--- src/nnfd_pkg.sv ---
// Shared types and constants of the nearest-neighbor fit downscaler.
`default_nettype none

package nnfd_pkg;

    localparam int unsigned MAX_DIM   = 8192;
    localparam int unsigned DIM_W     = 14;   // frame sizes, 2..MAX_DIM
    localparam int unsigned POS_W     = 13;   // source pixel positions
    localparam int unsigned STRIDE_W  = 16;
    localparam int unsigned PIX_W     = 32;
    localparam int unsigned PROD_W    = 2 * DIM_W - 1;
    localparam int unsigned DIV_DVD_W = PROD_W + 1;
    localparam int unsigned DIV_DVS_W = DIM_W + 1;
    localparam int unsigned DIV_CNT_W = $clog2(DIV_DVD_W);
    localparam int unsigned CFG_IDX_W = 3;
    localparam int unsigned CFG_DAT_W = 16;

    localparam logic [DIM_W-1:0]    RST_SRC_WIDTH    = DIM_W'(1920);
    localparam logic [DIM_W-1:0]    RST_SRC_HEIGHT   = DIM_W'(1080);
    localparam logic [STRIDE_W-1:0] RST_SRC_STRIDE   = '0;
    localparam logic [DIM_W-1:0]    RST_LIMIT_WIDTH  = DIM_W'(1920);
    localparam logic [DIM_W-1:0]    RST_LIMIT_HEIGHT = DIM_W'(1080);

    typedef enum logic [CFG_IDX_W-1:0] {
        CFG_SRC_WIDTH    = 3'd0,
        CFG_SRC_HEIGHT   = 3'd1,
        CFG_SRC_STRIDE   = 3'd2,
        CFG_LIMIT_WIDTH  = 3'd3,
        CFG_LIMIT_HEIGHT = 3'd4
    } cfg_idx_t;

    typedef enum logic [1:0] {
        DIV_SIZE = 2'd0,
        DIV_COL  = 2'd1,
        DIV_ROW  = 2'd2
    } div_sel_t;

    typedef struct packed {
        logic     load;
        logic     mul;
        logic     div_start;
        div_sel_t div_sel;
        logic     size_take;
        logic     col_take;
        logic     row_take;
        logic     pix_take;
    } ctrl_cmd_t;

    typedef struct packed {
        logic div_done;
        logic src_last;
        logic out_free;
    } dp_status_t;

endpackage

`default_nettype wire

--- src/nearest_neighbor_fit_downscale.sv ---
// Top level of the nearest-neighbor fit-to-limits downscaler.
//
// Source BGRA pixels enter on s_* in row-major order, one item per pixel.
// Selected pixels leave on m_* with their output column, row, frame size
// and row/frame end flags. A frame that fits the limits with a packed
// stride passes through unchanged; otherwise it is fitted and decimated.
// Registers are written on cfg_*: index 0 src width, 1 src height,
// 2 stride in bytes, 3 limit width, 4 limit height. They are sampled
// when the first pixel of each frame is offered.
// Throughput: one pixel per cycle inside a frame while the output is not
// stalled. Before the first pixel of each frame the block holds s_ready
// low from the cycle s_valid is first seen, through a load, a multiply
// and three passes of the shared 28-step divider (output size, then
// column and row step sizes), each pass opened by its own start.
// A selected pixel is registered on m_* in the cycle after it is accepted.
// A stalled m_ready holds the output register; s_ready drops while it is
// full and not being taken, so no item is lost.
// Reset (aresetn low, synchronous) restores the register defaults, empties
// the output and starts a new frame at the next pixel.
`default_nettype none

module nearest_neighbor_fit_downscale (
    input  wire logic                            aclk,
    input  wire logic                            aresetn,
    input  wire logic                            cfg_valid,
    output logic                                 cfg_ready,
    input  wire logic [nnfd_pkg::CFG_IDX_W-1:0]  cfg_index,
    input  wire logic [nnfd_pkg::CFG_DAT_W-1:0]  cfg_data,
    input  wire logic                            s_valid,
    output logic                                 s_ready,
    input  wire logic [nnfd_pkg::PIX_W-1:0]      s_pixel_in,
    output logic                                 m_valid,
    input  wire logic                            m_ready,
    output logic      [nnfd_pkg::PIX_W-1:0]      m_pixel_out,
    output logic      [nnfd_pkg::POS_W-1:0]      m_out_col,
    output logic      [nnfd_pkg::POS_W-1:0]      m_out_row,
    output logic      [nnfd_pkg::DIM_W-1:0]      m_out_width,
    output logic      [nnfd_pkg::DIM_W-1:0]      m_out_height,
    output logic                                 m_row_end,
    output logic                                 m_frame_end
);

    nnfd_pkg::ctrl_cmd_t  cmd;
    nnfd_pkg::dp_status_t status;

    assign cfg_ready = 1'b1;

    nnfd_ctrl u_ctrl (
        .aclk    (aclk),
        .aresetn (aresetn),
        .s_valid (s_valid),
        .s_ready (s_ready),
        .status  (status),
        .cmd     (cmd)
    );

    nnfd_dp u_dp (
        .aclk         (aclk),
        .aresetn      (aresetn),
        .cfg_valid    (cfg_valid),
        .cfg_index    (cfg_index),
        .cfg_data     (cfg_data),
        .cmd          (cmd),
        .status       (status),
        .s_pixel_in   (s_pixel_in),
        .m_valid      (m_valid),
        .m_ready      (m_ready),
        .m_pixel_out  (m_pixel_out),
        .m_out_col    (m_out_col),
        .m_out_row    (m_out_row),
        .m_out_width  (m_out_width),
        .m_out_height (m_out_height),
        .m_row_end    (m_row_end),
        .m_frame_end  (m_frame_end)
    );

endmodule

`default_nettype wire

--- src/nnfd_div.sv ---
// Restoring divider, one quotient bit per cycle.
`default_nettype none

module nnfd_div (
    input  wire logic                           aclk,
    input  wire logic                           aresetn,
    input  wire logic                           start,
    input  wire logic [nnfd_pkg::DIV_DVD_W-1:0] dividend,
    input  wire logic [nnfd_pkg::DIV_DVS_W-1:0] divisor,
    output logic      [nnfd_pkg::DIV_DVD_W-1:0] quotient,
    output logic      [nnfd_pkg::DIV_DVS_W-1:0] remainder,
    output logic                                done
);

    logic                           busy_reg, busy_next;
    logic                           done_reg, done_next;
    logic [nnfd_pkg::DIV_CNT_W-1:0] cnt_reg, cnt_next;
    logic [nnfd_pkg::DIV_DVD_W-1:0] dvd_reg, dvd_next;
    logic [nnfd_pkg::DIV_DVS_W-1:0] dvs_reg, dvs_next;
    logic [nnfd_pkg::DIV_DVS_W-1:0] rem_reg, rem_next;

    logic [nnfd_pkg::DIV_DVS_W:0]   shifted;
    logic [nnfd_pkg::DIV_DVS_W:0]   diff;
    logic                           ge;

    assign shifted = {rem_reg, dvd_reg[nnfd_pkg::DIV_DVD_W-1]};
    assign diff    = shifted - {1'b0, dvs_reg};
    assign ge      = shifted >= {1'b0, dvs_reg};

    always_comb begin
        busy_next = busy_reg;
        done_next = 1'b0;
        cnt_next  = cnt_reg;
        dvd_next  = dvd_reg;
        dvs_next  = dvs_reg;
        rem_next  = rem_reg;
        if (start) begin
            busy_next = 1'b1;
            cnt_next  = '0;
            dvd_next  = dividend;
            dvs_next  = divisor;
            rem_next  = '0;
        end else if (busy_reg) begin
            dvd_next = {dvd_reg[nnfd_pkg::DIV_DVD_W-2:0], ge};
            rem_next = ge ? diff[nnfd_pkg::DIV_DVS_W-1:0] : shifted[nnfd_pkg::DIV_DVS_W-1:0];
            cnt_next = cnt_reg + 1'b1;
            if (cnt_reg == nnfd_pkg::DIV_CNT_W'(nnfd_pkg::DIV_DVD_W - 1)) begin
                busy_next = 1'b0;
                done_next = 1'b1;
            end
        end
    end

    always_ff @(posedge aclk) begin
        if (!aresetn) begin
            busy_reg <= 1'b0;
            done_reg <= 1'b0;
            cnt_reg  <= '0;
        end else begin
            busy_reg <= busy_next;
            done_reg <= done_next;
            cnt_reg  <= cnt_next;
        end
    end

    always_ff @(posedge aclk) begin
        dvd_reg <= dvd_next;
        dvs_reg <= dvs_next;
        rem_reg <= rem_next;
    end

    assign quotient  = dvd_reg;
    assign remainder = rem_reg;
    assign done      = done_reg;

endmodule

`default_nettype wire

--- src/nnfd_ctrl.sv ---
// Controller: frame setup sequence and input handshake.
`default_nettype none

module nnfd_ctrl (
    input  wire logic                 aclk,
    input  wire logic                 aresetn,
    input  wire logic                 s_valid,
    output logic                      s_ready,
    input  wire nnfd_pkg::dp_status_t status,
    output nnfd_pkg::ctrl_cmd_t       cmd
);

    typedef enum logic [8:0] {
        ST_RUN      = 9'b000000001,
        ST_LOAD     = 9'b000000010,
        ST_MUL      = 9'b000000100,
        ST_SZ_GO    = 9'b000001000,
        ST_SZ_WAIT  = 9'b000010000,
        ST_COL_GO   = 9'b000100000,
        ST_COL_WAIT = 9'b001000000,
        ST_ROW_GO   = 9'b010000000,
        ST_ROW_WAIT = 9'b100000000
    } state_t;

    state_t state_reg, state_next;
    logic   need_setup_reg, need_setup_next;

    assign s_ready = (state_reg == ST_RUN) && !need_setup_reg && status.out_free;

    always_comb begin
        state_next      = state_reg;
        need_setup_next = need_setup_reg;
        cmd             = '0;
        cmd.pix_take    = s_valid && s_ready;
        unique case (state_reg)
            ST_RUN: begin
                if (need_setup_reg && s_valid) begin
                    state_next = ST_LOAD;
                end
                // after the last source pixel the next item opens a new frame
                if (cmd.pix_take && status.src_last) begin
                    need_setup_next = 1'b1;
                end
            end
            ST_LOAD: begin
                cmd.load   = 1'b1;
                state_next = ST_MUL;
            end
            ST_MUL: begin
                cmd.mul    = 1'b1;
                state_next = ST_SZ_GO;
            end
            ST_SZ_GO: begin
                cmd.div_start = 1'b1;
                cmd.div_sel   = nnfd_pkg::DIV_SIZE;
                state_next    = ST_SZ_WAIT;
            end
            ST_SZ_WAIT: begin
                cmd.div_sel = nnfd_pkg::DIV_SIZE;
                if (status.div_done) begin
                    cmd.size_take = 1'b1;
                    state_next    = ST_COL_GO;
                end
            end
            ST_COL_GO: begin
                cmd.div_start = 1'b1;
                cmd.div_sel   = nnfd_pkg::DIV_COL;
                state_next    = ST_COL_WAIT;
            end
            ST_COL_WAIT: begin
                cmd.div_sel = nnfd_pkg::DIV_COL;
                if (status.div_done) begin
                    cmd.col_take = 1'b1;
                    state_next   = ST_ROW_GO;
                end
            end
            ST_ROW_GO: begin
                cmd.div_start = 1'b1;
                cmd.div_sel   = nnfd_pkg::DIV_ROW;
                state_next    = ST_ROW_WAIT;
            end
            ST_ROW_WAIT: begin
                cmd.div_sel = nnfd_pkg::DIV_ROW;
                if (status.div_done) begin
                    cmd.row_take    = 1'b1;
                    need_setup_next = 1'b0;
                    state_next      = ST_RUN;
                end
            end
            default: begin
                state_next = ST_RUN;
            end
        endcase
    end

    always_ff @(posedge aclk) begin
        if (!aresetn) begin
            state_reg      <= ST_RUN;
            need_setup_reg <= 1'b1;
        end else begin
            state_reg      <= state_next;
            need_setup_reg <= need_setup_next;
        end
    end

endmodule

`default_nettype wire

--- src/nnfd_dp.sv ---
// Datapath: config registers, frame size setup, pixel selection, output register.
`default_nettype none

module nnfd_dp (
    input  wire logic                            aclk,
    input  wire logic                            aresetn,
    input  wire logic                            cfg_valid,
    input  wire logic [nnfd_pkg::CFG_IDX_W-1:0]  cfg_index,
    input  wire logic [nnfd_pkg::CFG_DAT_W-1:0]  cfg_data,
    input  wire nnfd_pkg::ctrl_cmd_t             cmd,
    output nnfd_pkg::dp_status_t                 status,
    input  wire logic [nnfd_pkg::PIX_W-1:0]      s_pixel_in,
    output logic                                 m_valid,
    input  wire logic                            m_ready,
    output logic      [nnfd_pkg::PIX_W-1:0]      m_pixel_out,
    output logic      [nnfd_pkg::POS_W-1:0]      m_out_col,
    output logic      [nnfd_pkg::POS_W-1:0]      m_out_row,
    output logic      [nnfd_pkg::DIM_W-1:0]      m_out_width,
    output logic      [nnfd_pkg::DIM_W-1:0]      m_out_height,
    output logic                                 m_row_end,
    output logic                                 m_frame_end
);

    localparam int unsigned DW = nnfd_pkg::DIM_W;
    localparam int unsigned PW = nnfd_pkg::POS_W;

    function automatic logic [DW-1:0] clamp_dim(input logic [DW-1:0] v);
        logic [DW-1:0] r;
        r = v;
        if (v < DW'(2)) begin
            r = DW'(2);
        end else if (v > DW'(nnfd_pkg::MAX_DIM)) begin
            r = DW'(nnfd_pkg::MAX_DIM);
        end
        return r;
    endfunction

    function automatic logic [DW-1:0] fix_even(input logic [DW-1:0] v);
        logic [DW-1:0] r;
        r = {v[DW-1:1], 1'b0};
        if (v < DW'(2)) begin
            r = DW'(2);
        end
        return r;
    endfunction

    // configuration registers
    logic [DW-1:0]                  src_width_reg, src_height_reg;
    logic [DW-1:0]                  limit_width_reg, limit_height_reg;
    logic [nnfd_pkg::STRIDE_W-1:0]  stride_reg;

    // frame setup
    logic [DW-1:0]                  w_reg, h_reg, lw_reg, lh_reg;
    logic                           packed_reg;
    logic [nnfd_pkg::PROD_W-1:0]    prod_a_reg, prod_b_reg;
    logic                           pass_reg;
    logic [DW-1:0]                  dst_w_reg, dst_h_reg;
    logic [DW-1:0]                  qw_reg, rw_reg, qh_reg, rh_reg;

    // pixel walk
    logic [PW-1:0]                  in_col_reg, in_row_reg;
    logic [DW-1:0]                  dst_col_reg, dst_row_reg;
    logic [DW-1:0]                  want_col_reg, want_row_reg;
    logic [DW-1:0]                  col_rem_reg, row_rem_reg;

    logic                           m_valid_reg;

    // divider hookup
    logic [nnfd_pkg::DIV_DVD_W-1:0] div_dvd;
    logic [nnfd_pkg::DIV_DVS_W-1:0] div_dvs;
    logic [nnfd_pkg::DIV_DVD_W-1:0] div_quo;
    logic [nnfd_pkg::DIV_DVS_W-1:0] div_rem;
    logic                           div_done;

    logic                           fits;
    logic                           bound_w;
    logic [DW-1:0]                  size_q;
    logic [DW-1:0]                  dw_raw, dh_raw;

    logic                           last_col, last_row;
    logic                           row_hit, col_hit, emit;
    logic [DW:0]                    col_sum, row_sum;
    logic                           col_wrap, row_wrap;
    logic [DW-1:0]                  dst_col_inc, dst_row_inc;

    assign fits    = (w_reg <= lw_reg) && (h_reg <= lh_reg);
    assign bound_w = prod_a_reg <= prod_b_reg;

    always_comb begin
        case (cmd.div_sel)
            nnfd_pkg::DIV_SIZE: begin
                if (bound_w) begin
                    div_dvd = {prod_a_reg, 1'b0} + nnfd_pkg::DIV_DVD_W'(w_reg);
                    div_dvs = {w_reg, 1'b0};
                end else begin
                    div_dvd = {prod_b_reg, 1'b0} + nnfd_pkg::DIV_DVD_W'(h_reg);
                    div_dvs = {h_reg, 1'b0};
                end
            end
            nnfd_pkg::DIV_COL: begin
                div_dvd = nnfd_pkg::DIV_DVD_W'(w_reg);
                div_dvs = nnfd_pkg::DIV_DVS_W'(dst_w_reg);
            end
            nnfd_pkg::DIV_ROW: begin
                div_dvd = nnfd_pkg::DIV_DVD_W'(h_reg);
                div_dvs = nnfd_pkg::DIV_DVS_W'(dst_h_reg);
            end
            default: begin
                div_dvd = '0;
                div_dvs = '0;
            end
        endcase
    end

    nnfd_div u_div (
        .aclk      (aclk),
        .aresetn   (aresetn),
        .start     (cmd.div_start),
        .dividend  (div_dvd),
        .divisor   (div_dvs),
        .quotient  (div_quo),
        .remainder (div_rem),
        .done      (div_done)
    );

    assign size_q = div_quo[DW-1:0];

    always_comb begin
        if (fits) begin
            dw_raw = w_reg;
            dh_raw = h_reg;
        end else if (bound_w) begin
            dw_raw = lw_reg;
            dh_raw = size_q;
        end else begin
            dw_raw = size_q;
            dh_raw = lh_reg;
        end
    end

    // per-pixel selection
    assign last_col = ({1'b0, in_col_reg} + DW'(1)) >= w_reg;
    assign last_row = ({1'b0, in_row_reg} + DW'(1)) >= h_reg;
    assign row_hit  = ({1'b0, in_row_reg} == want_row_reg) && (dst_row_reg < dst_h_reg);
    assign col_hit  = ({1'b0, in_col_reg} == want_col_reg) && (dst_col_reg < dst_w_reg);
    assign emit     = pass_reg || (row_hit && col_hit);

    assign dst_col_inc = dst_col_reg + DW'(1);
    assign dst_row_inc = dst_row_reg + DW'(1);

    // want advances by the whole step plus one when the remainder wraps
    assign col_sum  = {1'b0, col_rem_reg} + {1'b0, rw_reg};
    assign col_wrap = col_sum >= {1'b0, dst_w_reg};
    assign row_sum  = {1'b0, row_rem_reg} + {1'b0, rh_reg};
    assign row_wrap = row_sum >= {1'b0, dst_h_reg};

    assign status.div_done = div_done;
    assign status.src_last = last_col && last_row;
    assign status.out_free = !m_valid_reg || m_ready;

    // config writes and setup results
    always_ff @(posedge aclk) begin
        if (!aresetn) begin
            src_width_reg    <= nnfd_pkg::RST_SRC_WIDTH;
            src_height_reg   <= nnfd_pkg::RST_SRC_HEIGHT;
            stride_reg       <= nnfd_pkg::RST_SRC_STRIDE;
            limit_width_reg  <= nnfd_pkg::RST_LIMIT_WIDTH;
            limit_height_reg <= nnfd_pkg::RST_LIMIT_HEIGHT;
            pass_reg         <= 1'b0;
        end else begin
            if (cfg_valid) begin
                unique case (nnfd_pkg::cfg_idx_t'(cfg_index))
                    nnfd_pkg::CFG_SRC_WIDTH:    src_width_reg    <= cfg_data[DW-1:0];
                    nnfd_pkg::CFG_SRC_HEIGHT:   src_height_reg   <= cfg_data[DW-1:0];
                    nnfd_pkg::CFG_SRC_STRIDE:   stride_reg       <= cfg_data;
                    nnfd_pkg::CFG_LIMIT_WIDTH:  limit_width_reg  <= cfg_data[DW-1:0];
                    nnfd_pkg::CFG_LIMIT_HEIGHT: limit_height_reg <= cfg_data[DW-1:0];
                    default: ;
                endcase
            end
            if (cmd.size_take) begin
                pass_reg <= fits && packed_reg;
            end
        end
    end

    always_ff @(posedge aclk) begin
        if (cmd.load) begin
            w_reg      <= clamp_dim(src_width_reg);
            h_reg      <= clamp_dim(src_height_reg);
            lw_reg     <= clamp_dim(limit_width_reg);
            lh_reg     <= clamp_dim(limit_height_reg);
            packed_reg <= (stride_reg == '0) ||
                          (stride_reg == {clamp_dim(src_width_reg), 2'b00});
        end
        if (cmd.mul) begin
            prod_a_reg <= nnfd_pkg::PROD_W'(lw_reg) * nnfd_pkg::PROD_W'(h_reg);
            prod_b_reg <= nnfd_pkg::PROD_W'(lh_reg) * nnfd_pkg::PROD_W'(w_reg);
        end
        if (cmd.size_take) begin
            if (fits && packed_reg) begin
                dst_w_reg <= w_reg;
                dst_h_reg <= h_reg;
            end else begin
                dst_w_reg <= fix_even(dw_raw);
                dst_h_reg <= fix_even(dh_raw);
            end
        end
        if (cmd.col_take) begin
            qw_reg <= div_quo[DW-1:0];
            rw_reg <= div_rem[DW-1:0];
        end
        if (cmd.row_take) begin
            qh_reg <= div_quo[DW-1:0];
            rh_reg <= div_rem[DW-1:0];
        end
    end

    // source walk and output position tracking
    always_ff @(posedge aclk) begin
        if (!aresetn) begin
            in_col_reg   <= '0;
            in_row_reg   <= '0;
            dst_col_reg  <= '0;
            dst_row_reg  <= '0;
            want_col_reg <= '0;
            want_row_reg <= '0;
            col_rem_reg  <= '0;
            row_rem_reg  <= '0;
        end else if (cmd.row_take) begin
            dst_col_reg  <= '0;
            dst_row_reg  <= '0;
            want_col_reg <= '0;
            want_row_reg <= '0;
            col_rem_reg  <= '0;
            row_rem_reg  <= '0;
        end else if (cmd.pix_take) begin
            if (!pass_reg && col_hit) begin
                dst_col_reg  <= dst_col_inc;
                want_col_reg <= want_col_reg + qw_reg + DW'(col_wrap);
                col_rem_reg  <= col_wrap ? DW'(col_sum - {1'b0, dst_w_reg}) : col_sum[DW-1:0];
            end
            if (!pass_reg && last_col && row_hit) begin
                dst_row_reg  <= dst_row_inc;
                want_row_reg <= want_row_reg + qh_reg + DW'(row_wrap);
                row_rem_reg  <= row_wrap ? DW'(row_sum - {1'b0, dst_h_reg}) : row_sum[DW-1:0];
            end
            if (last_col) begin
                in_col_reg   <= '0;
                dst_col_reg  <= '0;
                want_col_reg <= '0;
                col_rem_reg  <= '0;
                in_row_reg   <= last_row ? '0 : in_row_reg + PW'(1);
            end else begin
                in_col_reg   <= in_col_reg + PW'(1);
            end
        end
    end

    // output register
    always_ff @(posedge aclk) begin
        if (!aresetn) begin
            m_valid_reg <= 1'b0;
        end else if (cmd.pix_take && emit) begin
            m_valid_reg <= 1'b1;
        end else if (m_ready) begin
            m_valid_reg <= 1'b0;
        end
    end

    always_ff @(posedge aclk) begin
        if (cmd.pix_take && emit) begin
            m_pixel_out  <= s_pixel_in;
            m_out_width  <= dst_w_reg;
            m_out_height <= dst_h_reg;
            if (pass_reg) begin
                m_out_col   <= in_col_reg;
                m_out_row   <= in_row_reg;
                m_row_end   <= last_col;
                m_frame_end <= last_col && last_row;
            end else begin
                m_out_col   <= dst_col_reg[PW-1:0];
                m_out_row   <= dst_row_reg[PW-1:0];
                m_row_end   <= dst_col_inc == dst_w_reg;
                m_frame_end <= (dst_col_inc == dst_w_reg) && (dst_row_inc == dst_h_reg);
            end
        end
    end

    assign m_valid = m_valid_reg;

endmodule

`default_nettype wire

--- config.mk ---
export PLATFORM = sky130hd
export DESIGN_NAME = nearest_neighbor_fit_downscale
export DESIGN_NICKNAME = d
export VERILOG_FILES = /design/src/nnfd_pkg.sv /design/src/nearest_neighbor_fit_downscale.sv /design/src/nnfd_div.sv /design/src/nnfd_ctrl.sv /design/src/nnfd_dp.sv
export SDC_FILE = /design/constraint.sdc
export NUM_CORES = 2
export LEC_CHECK = 0
export CAP_MARGIN = 20
export CORE_MARGIN = 5
export CORE_UTILIZATION = 28
export DETAILED_ROUTE_END_ITERATION = 12
export DONT_BUFFER_PORTS = 1
export HOLD_SLACK_MARGIN = 0.15
export PLACE_DENSITY_LB_ADDON = 0.2
export SLEW_MARGIN = 5
export SYNTH_ARGS = -nofsm -noshare
export SYNTH_HDL_FRONTEND = slang
export SYNTH_SLANG_ARGS = --single-unit
export TNS_END_PERCENT = 30
--- constraint.sdc ---
create_clock -name aclk -period 9.6 [get_ports aclk]
set_clock_uncertainty 0.15 [all_clocks]
set_input_delay 0.48 -clock aclk [delete_from_list [all_inputs] [get_ports aclk]]
set_output_delay 0.48 -clock aclk [all_outputs]
set_load 0.03 [all_outputs]
# Yosys cells after proc, flatten, opt, wreduce, memory -nomap -nowiden
# Cells that the tools add are included.
word_totals:
  reg_bits: 542
  wordCells: 221
classes:
  addsub: 18
  n_mul: 2
  n_lt_le_gt_ge: 20
  eq_ne: 26
  muxes: 57
  n_bitwise: 3
  reduce_logical: 49
op_table:
  columns: ["cell", "n"]
  rows:
  - ["$mux W14", 22]
  - ["$lt A14 B2 Y1 const B", 6]
  - ["$mux W28", 3]
  - ["$pmux W28 S3", 1]
  - ["$pmux W9 S9", 1]
  - ["$add A28 B14 Y28", 2]
  - ["$gt A14 B14 Y1 const B", 4]
  - ["$mul A14 B14 Y27", 2]
  - ["$mux W13", 4]
  - ["$pmux W15 S3", 1]
  - ["$mux W9", 4]
  - ["$add A14 B14 Y15", 2]
  - ["$ge A15 B14 Y1", 2]
  - ["$mux W15", 2]
  - ["$add A13 B1 Y14 const B", 2]
  - ["$add A14 B1 Y14", 2]
  - ["$add A14 B1 Y14 const B", 2]
  - ["$add A14 B14 Y14", 2]
  - ["$eq A13 B14 Y1", 2]
  - ["$eq A14 B14 Y1", 2]
  - ["$ge A14 B14 Y1", 2]
  - ["$le A14 B14 Y1", 2]
  - ["$lt A14 B14 Y1", 2]
  - ["$sub A14 B14 Y14", 2]
  - ["other kinds (39)", 99]

# Depth between registers and ports, before layout
depth:
  ltp_word: 7
  depth_mapped: 28
  mapped_depth_nobuf: 27

# Cells and area by module
# A second synthesis with hierarchy kept.
hier_totals:
  cells_unflattened: 4661
  hier_area_um2: 43834.5
modules_own_cells:
  columns: ["module", "instances", "cells_per_inst", "area_each_um2"]
  rows:
  - ["nnfd_dp", 1, 4288, 39734.4]
  - ["nnfd_div", 1, 290, 3380.7]
  - ["nnfd_ctrl", 1, 81, 708.2]
  - ["nearest_neighbor_fit_downscale", 1, 2, 11.3]

# Worst setup path before layout
# Ideal clock, no wire load.
synth_timing:
  kind: "register to register"
  from: "register u_dp.w_reg[2]"
  to: "register u_dp.prod_b_reg[26] (netlist bit), data pin"
  setup_ps: 265
  arrival_time_ps: 6600
  path_slack_ps: 2585
  stages_incl_launch_ff: 25
  n_path_buf: 2
  period_less_slack_ps: 7015
  path_cell_list: "edfxtp_1 clkbuf_1 inv_1 clkbuf_1 nor2_1 fa_1 inv_1 fa_1 inv_1 fa_1 fa_1 fa_1 inv_1 fa_1 inv_1 ha_1 inv_1 a2111oi_0 a2111oi_0 o31ai_1 a211oi_1 a21boi_0 o21ai_0 a21oi_1 a31oi_1"
synth_between:
  elab_chain_cells: 1
synth_lines:
  columns: ["item", "line_no", "text"]
  rows:
  - ["start: declaration", "nnfd_dp.sv:53", "logic [DW-1:0] w_reg, h_reg, lw_reg, lh_reg;"]
  - ["start signal: assignment", "nnfd_dp.sv:189", "w_reg <= clamp_dim(src_width_reg);"]
  - ["$mul A14 B14 Y27", "nnfd_dp.sv:198", "prod_b_reg <= nnfd_pkg::PROD_W'(lh_reg) * nnfd_pkg::PROD_W'(w_reg);"]
  - ["end signal: assignment", "nnfd_dp.sv:198", null]
  - ["end: declaration", "nnfd_dp.sv:55", "logic [nnfd_pkg::PROD_W-1:0] prod_a_reg, prod_b_reg;"]
# No other way between the ends.
# A chain may end at the register's enable or synchronous reset.

# Worst setup path in the final report
layout_timing:
  from: "register u_dp.w_reg[13]"
  to: "register u_dp.prod_b_reg[26] (netlist bit), data pin"
# The elaborated chain is that of the path after synthesis.

==> impl_metrics.ini <==
[logic_synthesis]
synth_seq_area_share_pct = 32.8
synth-seq-cells = 542
ys.flop_type = edfxtp_1
synth_nets = 5402
avgSynthCellArea_um2 = 9.28
ys_types = 86
syn_area_um2 = 43100
yosys_warnings = 0
async_flop_share_pct = 0
syn_inst = 4642
synth_edf_count = 326

[setup_path]
required_ps = 9950
critical_path_arrival_ps = 8150
critPathMaxFanout = 13
path_class = flop to flop
crit_path_end_kind = flop
cp-start-kind = flop

[cts]
cts_tree = yes
cts_made_buffers = 68
clk-insertion-delay-late_ps = 670
cts_max_level = 3
ctsResizeCount = 0
ctsHoldBuffers = 66
clk_pin_slew_ps = 60
cts_sinks = 542
cts-root-buf = clkbuf_16
clockBufferDepth = 3
post_cts_buffers = 0

[place]
dpl.hpwl_mm = 115
port-buffer-count = 0
placedCellCount = 6567
routabilityCongestion = 0.937

[run_status]
outcome = finished, final reports clean

[cells_and_area]
nets = 5421
final_cell_mix = nand2_1, inv_1, ha_1
regMostFlops = u_dp.m_pixel_out
largest_reg_flops = 32
layout-drive-gt1-share_pct = 5.24
fillCellCount = 16134
layoutNonFillerInstCount = 6761
final_common_cell = nand2_1
area_growth_pct = 12.4

[global_route]
grt_pass1_vias = 33128
grtUsageMet3_pct = 3.03
grt-busiest-layer = met2
grt-ovfl-total = 0
use_met1_pct = 25.4
grt_usage_pct = 18.1
grt_use_met2_pct = 28.9
grt_max_degree = 76
antenna_found_initial = 10
grt_pass1_wl_mm = 222

[timing]
fin_setup_tns_ps = 0
rsz0062_at_grt = no
relSlewSlack_pct = 29.4
period_share_pct = 81.2
fmax_mhz = 128
hold_violations = 0
min_period_ps = 7800
maxSlewViolCount = 0
setup_viol = 0
tightest_slew_ps = 1060

[floorplan]
die-area_um2 = 162000
start_util_pct = 28.1
io_pins = 147
die_w_um = 402
fp-row-count = 144
fp.dieH_um = 402
design.core.area_um2 = 154000

[detailed_routing]
ant_nets = 0
vias = 33781
wirelength_mm = 149
via_per_inst = 5.00
drc_errors = 0
drt_iter0_drc = 2498
first_pass_iters = 5
wl_per_cell_um = 22.1

[pwr]
power.total_mw = 6.57
ir_worst_vdd_v = 0.000114
power_density_nw_per_um2 = 136
power.leakage_nw = 20.4

[job]
drv_cap = 0

[hold_path]
holdCritPathClass = input port to flop
## metal layers
layer,vias up,wire length (um)
met5,-,51
met4,8,3930
met3,189,8640
met2,1014,68100
met1,16600,68500
li1,15970,-
## logic make-up (layout without fill, tap and decap cells)
logic type / count (synthesis) / in the layout / synth area share, %
fa+ha+maj: 704 / 704 / 25.5
mux: 66 / 66 / 1.62
buf+inv: 709 / 782 / 6.27
xor+xnor: 271 / 271 / 5.51
flops: 542 / 542 / 32.8
simple gates: 1491 / 1491 / 16.0
other cells: 1 / 3 / 0.00870
compound gates: 858 / 858 / 12.3
## final cells by class
cell class                      count  area, um2  area share, %
Antenna cell                        2       5.00         0.0103
Clock buffer                       88       1860           3.84
Clock inverter                     36        402          0.829
Inverter                          523       1960           4.06
Multi-Input combinational cell   3391      26300           54.3
Sequential cell                   542      14100           29.1
Tap cell                         2044       2560           5.28
Timing Repair Buffer              135       1210           2.51
## critical path, stage by stage (launching register included)
cell and delay (ps):
edfxtp_1 980, clkinv_1 590, nor2_1 290, fa_1 470
fa_1 530, fa_1 530, fa_1 530, fa_1 500
ha_1 310, ha_1 360, a21oi_1 200, inv_1 100
a2111oi_0 730, o31ai_1 360, a211oi_1 370, a21boi_0 170
o21ai_0 240, a21oi_1 100, a31oi_1 130
## metrics by stage
stage	setup slack [ps]	hold slack (ps)	util, %	cell area [um2]
after floorplan	2580	271	-	43100
after global placement	1540	306	29.6	45500
after detailed placement	1540	306	29.6	45500
after CTS	1480	163	31.5	48400
after global routing	1370	217	31.6	48400
final	1800	210	31.6	48400
## final timing paths
check | start | endpoint | slack, ps | cells past startpoint
worst max-delay path | u_dp.w_reg[13] | u_dp.prod_b_reg[26] | 1800 | 18
worst max register to register | u_dp.w_reg[13] | u_dp.prod_b_reg[26] | 1800 | 18
worst min register to register | u_dp.src_width_reg[5] | u_dp.src_width_reg[5] | 320 | 2
worst min-delay path | cfg_index[0] | u_dp.limit_width_reg[11] | 210 | 3
## Yosys cell counts (13+ instances only)
cell / instances / area share [%]
mux2i_1: 36 / 0.84
clkbuf_1: 160 / 1.4
o2bb2ai_1: 14 / 0.28
nor2b_1: 71 / 1.0
buf_2: 13 / 0.15
inv_1: 503 / 4.4
o21a_1: 25 / 0.44
a21o_1: 49 / 0.85
nor3_1: 63 / 0.73
xor2_1: 86 / 1.7
xnor2_1: 185 / 3.8
a211oi_1: 34 / 0.59
nand2b_1: 26 / 0.38
nand3_1: 110 / 1.3
a22oi_1: 34 / 0.59
nand4_1: 39 / 0.57
mux2_2: 30 / 0.78
clkinv_1: 16 / 0.14
fa_1: 291 / 14
nor2_1: 385 / 3.4
a31oi_1: 37 / 0.54
dfxtp_1: 216 / 10
a21oi_1: 345 / 4.0
ha_1: 413 / 12
nor4_1: 46 / 0.67
o21ai_0: 159 / 1.8
a2111oi_0: 15 / 0.30
or3_1: 30 / 0.44
nand2_1: 559 / 4.9
and2_1: 47 / 0.68
edfxtp_1: 326 / 23
o211ai_1: 14 / 0.24
and3_1: 47 / 0.68
nand3b_1: 20 / 0.35
a221oi_1: 13 / 0.26
## report_power, final
group / internal (mW) / total (mW) / switching, mW / leakage, nW
clock network: 1.56 / 2.65 / 1.08 / 1.10
registers: 2.53 / 2.58 / 0.0425 / 4.78
logic: 0.549 / 1.34 / 0.793 / 14.5
Note: power is estimated with default switching activity, not from simulation.
